$ cat config.mk
export PLATFORM = sky130hd
export DESIGN_NAME = gated_per_channel_window_average
export DESIGN_NICKNAME = d
export VERILOG_FILES = /design/src/rtl/core/gpwa_pkg.sv /design/src/rtl/core/gpwa_divider.sv /design/src/rtl/core/gated_per_channel_window_average.sv
export SDC_FILE = /design/constraint.sdc
export NUM_CORES = 2
export LEC_CHECK = 0
export BUFFER_PORTS_ARGS = -buffer_cell sky130_fd_sc_hd__buf_2
export CAP_MARGIN = 20
export CORE_MARGIN = 2
export CORE_UTILIZATION = 60
export CTS_BUF_LIST = sky130_fd_sc_hd__clkbuf_16
export DETAILED_ROUTE_END_ITERATION = 6
export PLACE_DENSITY_LB_ADDON = 0.12
export REMOVE_ABC_BUFFERS = 1
export SKIP_LAST_GASP = 1
export SLEW_MARGIN = 20
export SYNTH_ARGS = -nofsm -noshare
export SYNTH_HDL_FRONTEND = slang
export SYNTH_SLANG_ARGS = --single-unit
$ cat constraint.sdc
create_clock -name clock -period 14.68 [get_ports clock]
set_clock_uncertainty 0.05 [all_clocks]
set_input_delay 0.734 -clock clock [delete_from_list [all_inputs] [get_ports clock]]
set_output_delay 0.734 -clock clock [all_outputs]
set_load 0.005 [all_outputs]
$ cat src/rtl/core/gpwa_pkg.sv
// shared widths, register codes and reset values of the window average block
package gpwa_pkg;

   localparam int ANCHOR_COUNT_DEFAULT = 8;
   localparam int WINDOW_MAX_DEFAULT   = 16;

   // port field widths
   localparam int ANCHOR_W      = 3;
   localparam int DIST_W        = 16;
   localparam int SAMPLES_W     = 5;
   localparam int WITH_DATA_W   = 4;
   localparam int CSR_INDEX_W   = 2;
   localparam int CSR_DATA_W    = 16;

   // register widths
   localparam int WINDOW_REG_W  = 5;
   localparam int MASK_W        = 8;
   localparam int MIN_REG_W     = 4;

   // register reset values
   localparam logic [WINDOW_REG_W-1:0] WINDOW_RESET   = 5'd5;
   localparam logic [DIST_W-1:0]       MAX_DIST_RESET = 16'd20000;
   localparam logic [MASK_W-1:0]       MASK_RESET     = 8'd0;
   localparam logic [MIN_REG_W-1:0]    MIN_RESET      = 4'd2;

   typedef enum logic [CSR_INDEX_W-1:0] {
      CSR_WINDOW_LENGTH = 2'd0,
      CSR_MAX_DISTANCE  = 2'd1,
      CSR_ANCHOR_MASK   = 2'd2,
      CSR_MIN_ANCHORS   = 2'd3
   } csr_index_type;

endpackage

$ cat src/rtl/core/gpwa_divider.sv
// radix-2 restoring divider, one quotient bit per cycle
module gpwa_divider #(
   parameter int DIVIDEND_W = 21,
   parameter int DIVISOR_W  = 5
) (
   input  logic                  clock,
   input  logic                  reset,
   input  logic                  start,
   input  logic [DIVIDEND_W-1:0] dividend,
   input  logic [DIVISOR_W-1:0]  divisor,
   output logic                  done,
   output logic [DIVIDEND_W-1:0] quotient
);

   localparam int STEP_W = $clog2(DIVIDEND_W + 1);

   logic                  busy_ff;
   logic                  done_ff;
   logic [STEP_W-1:0]     step_ff;
   logic [DIVIDEND_W-1:0] quo_ff, quo_in;
   logic [DIVISOR_W-1:0]  rem_ff, rem_in;
   logic [DIVISOR_W-1:0]  div_ff;
   logic [DIVISOR_W:0]    trial;
   logic [DIVISOR_W:0]    diff;

   // quotient bits shift in where the dividend shifts out
   always_comb begin
      trial = {rem_ff, quo_ff[DIVIDEND_W-1]};
      diff  = trial - {1'b0, div_ff};
      if (trial >= {1'b0, div_ff}) begin
         rem_in = diff[DIVISOR_W-1:0];
         quo_in = {quo_ff[DIVIDEND_W-2:0], 1'b1};
      end else begin
         rem_in = trial[DIVISOR_W-1:0];
         quo_in = {quo_ff[DIVIDEND_W-2:0], 1'b0};
      end
   end

   always_ff @(posedge clock) begin
      if (reset) begin
         busy_ff <= 1'b0;
         done_ff <= 1'b0;
      end else begin
         done_ff <= 1'b0;
         if (start) begin
            busy_ff <= 1'b1;
            quo_ff  <= dividend;
            rem_ff  <= '0;
            div_ff  <= divisor;
            step_ff <= STEP_W'(DIVIDEND_W);
         end else if (busy_ff) begin
            quo_ff  <= quo_in;
            rem_ff  <= rem_in;
            step_ff <= step_ff - 1'b1;
            if (step_ff == STEP_W'(1)) begin
               busy_ff <= 1'b0;
               done_ff <= 1'b1;
            end
         end
      end
   end

   assign done     = done_ff;
   assign quotient = quo_ff;

endmodule

$ cat src/rtl/core/gated_per_channel_window_average.sv
// top level: range gate, per-anchor sliding window and truncated average
//
//   port group  dir   handshake              word
//   req_        in    req_valid/req_ready    anchor index, distance
//   rsp_        out   rsp_valid/rsp_ready    flag, average, counts
//   csr_        in    csr_write_enable       register index, data
//
// an item passes through the idle, meta, store, divide and result states, the
// average coming from the one-bit-per-cycle divider; no new req_ word is taken until idle.
// reset clears the per-anchor valid bits at once; the reading memory is not
// cleared and only written slots are ever used.
// a finished word waits in the rsp_ register while the next req_ word is taken;
// a stalled rsp_ side holds the block in its result state.
module gated_per_channel_window_average #(
   parameter int ANCHOR_COUNT = gpwa_pkg::ANCHOR_COUNT_DEFAULT,
   parameter int WINDOW_MAX   = gpwa_pkg::WINDOW_MAX_DEFAULT
) (
   input  logic                             clock,
   input  logic                             reset,
   input  logic                             req_valid,
   output logic                             req_ready,
   input  logic [gpwa_pkg::ANCHOR_W-1:0]    req_anchor_index,
   input  logic [gpwa_pkg::DIST_W-1:0]      req_distance_mm,
   output logic                             rsp_valid,
   input  logic                             rsp_ready,
   output logic                             rsp_accepted,
   output logic [gpwa_pkg::DIST_W-1:0]      rsp_average_mm,
   output logic [gpwa_pkg::SAMPLES_W-1:0]   rsp_anchor_samples,
   output logic [gpwa_pkg::WITH_DATA_W-1:0] rsp_anchors_with_data,
   output logic                             rsp_enough_anchors,
   input  logic                             csr_write_enable,
   input  logic [gpwa_pkg::CSR_INDEX_W-1:0] csr_index,
   input  logic [gpwa_pkg::CSR_DATA_W-1:0]  csr_write_data
);

   import gpwa_pkg::*;

   localparam int AW     = $clog2(ANCHOR_COUNT);
   localparam int SW     = (WINDOW_MAX > 1) ? $clog2(WINDOW_MAX) : 1;
   localparam int CW     = $clog2(WINDOW_MAX + 1);
   localparam int TW     = CW + 1;
   localparam int SUMW   = DIST_W + CW;
   localparam int DEPTH  = ANCHOR_COUNT * WINDOW_MAX;
   localparam int SAW    = $clog2(DEPTH);
   localparam int MASK_N = (ANCHOR_COUNT < MASK_W) ? ANCHOR_COUNT : MASK_W;

   typedef struct packed {
      logic [SW-1:0]   oldest;
      logic [CW-1:0]   count;
      logic [SUMW-1:0] sum;
   } meta_type;

   typedef enum logic [2:0] {
      S_IDLE,
      S_META,
      S_STORE,
      S_DIVIDE,
      S_RESULT
   } state_type;

   // configuration
   logic [WINDOW_REG_W-1:0] window_length_ff;
   logic [DIST_W-1:0]       max_distance_ff;
   logic [MASK_W-1:0]       anchor_mask_ff;
   logic [MIN_REG_W-1:0]    min_anchors_ff;

   // memories
   meta_type                meta_mem [ANCHOR_COUNT];
   logic [DIST_W-1:0]       store_mem [DEPTH];
   logic [ANCHOR_COUNT-1:0] meta_valid_ff;
   meta_type                meta_rd_ff;
   logic                    meta_rd_valid_ff;
   logic [DIST_W-1:0]       store_rd_ff;

   // sequencer
   state_type               state_ff;
   logic [ANCHOR_W-1:0]     anchor_ff;
   logic [DIST_W-1:0]       distance_ff;
   logic                    in_range_ff;
   logic                    gate_ff;
   logic                    full_ff;
   logic [SW-1:0]           slot_ff;
   logic [SAW-1:0]          store_addr_ff;
   meta_type                meta_ff;
   logic [CW-1:0]           cnt_ff;

   logic                    rsp_valid_ff;
   logic                    rsp_accepted_ff;
   logic [DIST_W-1:0]       rsp_average_ff;
   logic [SAMPLES_W-1:0]    rsp_samples_ff;
   logic [WITH_DATA_W-1:0]  rsp_with_data_ff;
   logic                    rsp_enough_ff;

   logic                    accept;
   logic [AW-1:0]           anchor_addr;
   logic [CW-1:0]           win;
   meta_type                cur;
   logic                    gate;
   logic                    full;
   logic [TW-1:0]           fill_pos;
   logic [SW-1:0]           slot;
   logic [SAW-1:0]          store_addr;
   logic [DIST_W-1:0]       old_reading;
   meta_type                meta_new;
   logic [TW-1:0]           next_pos;
   logic [SUMW-1:0]         div_dividend;
   logic [CW-1:0]           div_divisor;
   logic                    div_start;
   logic                    div_done;
   logic [SUMW-1:0]         div_quotient;
   logic [WITH_DATA_W-1:0]  with_data;
   logic                    meta_we;

   assign accept      = req_valid && (state_ff == S_IDLE);
   assign anchor_addr = AW'(anchor_ff);

   // register value zero acts as one, values past the store depth saturate
   always_comb begin
      if (window_length_ff == '0) begin
         win = CW'(1);
      end else if (int'(window_length_ff) > WINDOW_MAX) begin
         win = CW'(WINDOW_MAX);
      end else begin
         win = CW'(window_length_ff);
      end
   end

   // gate and slot choice from the anchor's state
   always_comb begin
      cur  = meta_rd_valid_ff ? meta_rd_ff : '0;
      gate = in_range_ff && (distance_ff != '0) && (distance_ff <= max_distance_ff);
      full = (cur.count >= win);
      fill_pos = TW'(cur.oldest) + TW'(cur.count);
      if (fill_pos >= TW'(win)) begin
         fill_pos = fill_pos - TW'(win);
      end
      slot       = full ? cur.oldest : SW'(fill_pos);
      store_addr = SAW'(int'(anchor_addr) * WINDOW_MAX + int'(slot));
   end

   // new window state once the displaced reading is back
   always_comb begin
      old_reading = full_ff ? store_rd_ff : '0;
      next_pos    = TW'(slot_ff) + TW'(1);
      meta_new.sum = meta_ff.sum - SUMW'(old_reading) + SUMW'(distance_ff);
      if (full_ff) begin
         meta_new.count  = meta_ff.count;
         meta_new.oldest = (next_pos >= TW'(win)) ? '0 : SW'(next_pos);
      end else begin
         meta_new.count  = meta_ff.count + 1'b1;
         meta_new.oldest = meta_ff.oldest;
      end
      div_dividend = gate_ff ? meta_new.sum : meta_ff.sum;
      div_divisor  = gate_ff ? meta_new.count : meta_ff.count;
   end

   assign div_start = (state_ff == S_STORE);
   assign meta_we   = (state_ff == S_STORE) && gate_ff;

   always_comb begin
      with_data = '0;
      for (int i = 0; i < MASK_N; i++) begin
         if (meta_valid_ff[i] && anchor_mask_ff[i]) begin
            with_data = with_data + 1'b1;
         end
      end
   end

   gpwa_divider #(
      .DIVIDEND_W (SUMW),
      .DIVISOR_W  (CW)
   ) u_divider (
      .clock    (clock),
      .reset    (reset),
      .start    (div_start),
      .dividend (div_dividend),
      .divisor  (div_divisor),
      .done     (div_done),
      .quotient (div_quotient)
   );

   // per-anchor state; the sequencer never reads an entry in the cycle it is
   // written, so no forwarding is needed
   always_ff @(posedge clock) begin
      if (meta_we) begin
         meta_mem[anchor_addr] <= meta_new;
      end
      if (accept) begin
         meta_rd_ff <= meta_mem[AW'(req_anchor_index)];
      end
   end

   always_ff @(posedge clock) begin
      if (reset) begin
         meta_valid_ff    <= '0;
         meta_rd_valid_ff <= 1'b0;
      end else begin
         if (accept) begin
            meta_rd_valid_ff <= meta_valid_ff[AW'(req_anchor_index)];
         end
         if (csr_write_enable && (csr_index == CSR_WINDOW_LENGTH)) begin
            meta_valid_ff <= '0;
         end else if (meta_we) begin
            meta_valid_ff[anchor_addr] <= 1'b1;
         end
      end
   end

   // reading memory
   always_ff @(posedge clock) begin
      if (state_ff == S_META) begin
         store_rd_ff <= store_mem[store_addr];
      end
      if (meta_we) begin
         store_mem[store_addr_ff] <= distance_ff;
      end
   end

   // configuration registers
   always_ff @(posedge clock) begin
      if (reset) begin
         window_length_ff <= WINDOW_RESET;
         max_distance_ff  <= MAX_DIST_RESET;
         anchor_mask_ff   <= MASK_RESET;
         min_anchors_ff   <= MIN_RESET;
      end else if (csr_write_enable) begin
         case (csr_index)
            CSR_WINDOW_LENGTH: window_length_ff <= csr_write_data[WINDOW_REG_W-1:0];
            CSR_MAX_DISTANCE:  max_distance_ff  <= csr_write_data[DIST_W-1:0];
            CSR_ANCHOR_MASK:   anchor_mask_ff   <= csr_write_data[MASK_W-1:0];
            CSR_MIN_ANCHORS:   min_anchors_ff   <= csr_write_data[MIN_REG_W-1:0];
            default: begin
            end
         endcase
      end
   end

   // sequencer and result register
   always_ff @(posedge clock) begin
      if (reset) begin
         state_ff     <= S_IDLE;
         rsp_valid_ff <= 1'b0;
      end else begin
         // the result state loads the register itself
         if (rsp_valid_ff && rsp_ready && (state_ff != S_RESULT)) begin
            rsp_valid_ff <= 1'b0;
         end
         case (state_ff)
            S_IDLE: begin
               if (req_valid) begin
                  anchor_ff   <= req_anchor_index;
                  distance_ff <= req_distance_mm;
                  in_range_ff <= (int'(req_anchor_index) < ANCHOR_COUNT);
                  state_ff    <= S_META;
               end
            end
            S_META: begin
               meta_ff       <= cur;
               gate_ff       <= gate;
               full_ff       <= full;
               slot_ff       <= slot;
               store_addr_ff <= store_addr;
               state_ff      <= S_STORE;
            end
            S_STORE: begin
               cnt_ff   <= in_range_ff ? div_divisor : '0;
               state_ff <= S_DIVIDE;
            end
            S_DIVIDE: begin
               if (div_done) begin
                  state_ff <= S_RESULT;
               end
            end
            S_RESULT: begin
               if (!rsp_valid_ff || rsp_ready) begin
                  rsp_valid_ff     <= 1'b1;
                  rsp_accepted_ff  <= gate_ff;
                  rsp_average_ff   <= (cnt_ff == '0) ? '0 : div_quotient[DIST_W-1:0];
                  rsp_samples_ff   <= SAMPLES_W'(cnt_ff);
                  rsp_with_data_ff <= with_data;
                  rsp_enough_ff    <= (with_data >= min_anchors_ff);
                  state_ff         <= S_IDLE;
               end
            end
            default: begin
               state_ff <= S_IDLE;
            end
         endcase
      end
   end

   assign req_ready             = (state_ff == S_IDLE);
   assign rsp_valid             = rsp_valid_ff;
   assign rsp_accepted          = rsp_accepted_ff;
   assign rsp_average_mm        = rsp_average_ff;
   assign rsp_anchor_samples    = rsp_samples_ff;
   assign rsp_anchors_with_data = rsp_with_data_ff;
   assign rsp_enough_anchors    = rsp_enough_ff;

endmodule

==> flow_summary.ini <==
[global_route]
grt_pass1_vias = 59300
grt_max_degree = 123
grtUsageTotal = 0.408
grt_pass1_wl_mm = 472
antenna_found_initial = 29
gr-total-overflow = 0

[cells_and_area]
fin_cells = 9088
syn2layout_area_growth_pct = 12.2
nets = 6811
final_common_cell = edfxtp_1
fill_cells = 11200
drive_gt1_frac = 0.157
layout_common_cells = edfxtp_1 (2455), nand2_1 (921), buf_4 (303)

[synth]
synth_edf_count = 2455
ys_types = 90
yosysSeqAreaShare = 0.746
synth_top_flop_cell = edfxtp_1
syn_inst = 6378
synth_top_area_share = 0.737
synth_top_area_cell = edfxtp_1
synth_area_leaders = edfxtp_1 (74%), mux4_2 (4.7%), nand2_1 (3.5%), nand3_1 (1.5%), nor2_1 (1.2%)
syn_area_um2 = 100000
ys_ff_latch = 2503
ys_warn_count = 0
syn_area_per_cell_um2 = 15.7
async_flop_share = 0

[critical_path]
cp_slowest_cell = a21oi_1
crit_end = store_rd_ff[6]
crit_chain = buf_4 > nand2_1 > inv_1 > ha_1 > ha_1 > a21o_1 > o22ai_1 > a31o_2 > inv_1 > ha_1 > and3_1 > o311a_4 > or3_1 > o211ai_4 > buf_4 > nand2_8 > inv_8 > buf_12 > buf_4 > mux4_2 > a21oi_1 > a2bb2oi_1 > nor4bb_1 > nand4_1
crit_buf_inv = 7
r2r-start = meta_rd_valid_ff
cp-start-kind = register
critPathLaunch = meta_rd_valid_ff
critical-path-top-delay-family = buffers and inverters
max_stage_delay_ns = 0.95
arrival_ns = 9.54
timing.setup.critical_path_class = register to register
cp.depth = 24
crit_required_ns = 15.23
cp_max_fo = 83
r2r_setup_slack_ns = 5.68
reg2regPathDepth = 24
end_kind = register
reg2reg_to = store_rd_ff[6]

[timing]
setup_violations = 0
rsz0062_at_grt = no
slew_violations = 0
slew_headroom = 0.110
hold_viol = 0
fmax_ghz = 0.111
worst_pin_slew_ns = 1.33
period_needed_ns = 9.00
period_share = 0.613

[die]
std_cell_rows = 149
pin_count = 71
start_util = 0.605
die_w_um = 412
die_area_um2 = 170000
core_area_um2 = 165000
fp.dieH_um = 412

[pwr]
power_density_nw_per_um2 = 162
peakVddDrop_mv = 0.154
p_leak_nw = 37.5
p_total_mw = 18.2

[clock_tree]
htreeDepth = 4
path_clk_slew_ns = 0.06
cts_root_buffer = clkbuf_16
cts_buffers = 239
clk_latency_ns = 0.94
cts_sinks = 2503
clock_path_buffers = 3
cts_tree = built

[route]
vias = 63400
antenna_left = 0
avgViaCountPerCell = 6.98
dr.pass1.iters = 6
drt_iter0_drc = 11400
drt-total-wl_mm = 345
drc = 0
wl_per_cell_um = 38.0

[flow_run]
cap_viol_max_count = 0

[status]
outcome = completed

[placement]
dp_hpwl_mm = 213
numPortBuffers = 70
placed_cells = 8607
place.gp.congestion = 1.06

[hold_path]
hp-class = primary input to register
-- how the worst min path moves through the flow --
| stage | to | cells after the start | slack, ns | startpoint |
|---|---|---|---|---|
| floorplan | max_distance_ff[12] | 2 | 0.38 | max_distance_ff[12] |
| global placement | max_distance_ff[4] | 2 | 0.40 | max_distance_ff[4] |
| detailed placement | max_distance_ff[2] | 2 | 0.40 | max_distance_ff[2] |
| CTS | max_distance_ff[11] | 3 | 0.01 | csr_write_data[11] |
| global route | max_distance_ff[9] | 3 | 0.03 | csr_write_data[9] |
| finish | max_distance_ff[11] | 3 | 0.04 | csr_write_data[11] |
-- worst register-to-register path, cell delays in order (launching register included) --
cell	delay [ns]
dfxtp_1	0.31
buf_4	0.34
nand2_1	0.15
inv_1	0.13
ha_1	0.18
ha_1	0.18
a21o_1	0.13
o22ai_1	0.08
a31o_2	0.27
inv_1	0.17
ha_1	0.31
and3_1	0.17
o311a_4	0.40
or3_1	0.52
o211ai_4	0.22
buf_4	0.44
nand2_8	0.34
inv_8	0.53
buf_12	0.44
buf_4	0.83
mux4_2	0.44
a21oi_1	0.95
a2bb2oi_1	0.53
nor4bb_1	0.43
nand4_1	0.15
-- layout make-up --
type	count	area (um2)	area share
sequential	2503	74700	0.665
multi-input combinational	3405	23700	0.211
clock buffer	240	6010	0.0535
timing repair buffer	395	2920	0.0260
tap	2189	2740	0.0244
clock inverter	208	1640	0.0146
inverter	132	515	0.00459
antenna	16	40.0	0.000357
-- sequential cells by signal, indices dropped and copies added, names as in the netlist, 4 cells and up --
signal and flops:
store_addr_ff 4, rsp_anchor_samples 5, store_mem 2048, anchor_mask_ff 8
window_length_ff 5, max_distance_ff 16, u_divider.step_ff 5, meta_mem 240
min_anchors_ff 4, meta_valid_ff 8, u_divider.rem_ff 5, meta_ff 30
distance_ff 16, meta_rd_ff 30, store_rd_ff 16, rsp_average_mm 16
cnt_ff 5, rsp_anchors_with_data 4, u_divider.quotient 21
-- synth_stat cells, drive strengths merged (75+ instances only) --
cell and count:
inv 132, edfxtp 2455, nand3 295, mux2i 122, nor2 326, buf 164
nand2 929, a21oi 203, mux4 207, o21ai 137, a31oi 123, clkbuf 174
ha 75
-- report_power, final --
group | internal [mW] | switching (mW)
Sequential | 7.98 | 0.0595
Clock | 3.33 | 2.76
Combinational | 1.08 | 2.99
-- what timing repair did --
| action | CTS | global route |
|---|---|---|
| hold buffers | 16 | 0 |
| gates resized for setup | 0 | 0 |
| hold endpoints to repair | 16 | 0 |
| buffers inserted | 0 | 0 |
-- per-stage QoR --
stage               instance area (um2)   util  setup TNS (ns)  worst slack [ns]  hold WS [ns]
floorplan                         98600      -          -33.15             -2.94         0.380
global placement                 104000  0.631               0              5.46         0.397
detailed placement               104000  0.631               0              5.87         0.402
CTS                              112000  0.679               0              5.85        0.0134
global route                     112000  0.679               0              5.44        0.0339
finish                           112000  0.679               0              5.68        0.0401
-- metal layers --
layer,wire [um],global-route usage,share of wire,vias to the layer above
met5,231,0,0.00067,-
met4,29200,0.284,0.085,28
met3,50400,0.134,0.15,1091
met2,149000,0.585,0.43,5195
met1,117000,0.529,0.34,31800
li1,-,-,-,25300
-- logic make-up (layout without fill, tap and decap cells) --
| kind of cell | count (synthesis) | count (layout) | share of synthesized area |
|---|---|---|---|
| compound gates | 948 | 948 | 0.0647 |
| xor+xnor | 51 | 51 | 0.00446 |
| fa+ha+maj | 95 | 95 | 0.0132 |
| buf+inv | 470 | 975 | 0.0198 |
| flops | 2503 | 2503 | 0.746 |
| mux | 393 | 393 | 0.0661 |
| other cells | 0 | 16 | 0 |
| simple gates | 1918 | 1918 | 0.0854 |
Note: power is estimated with default switching activity, not from simulation.
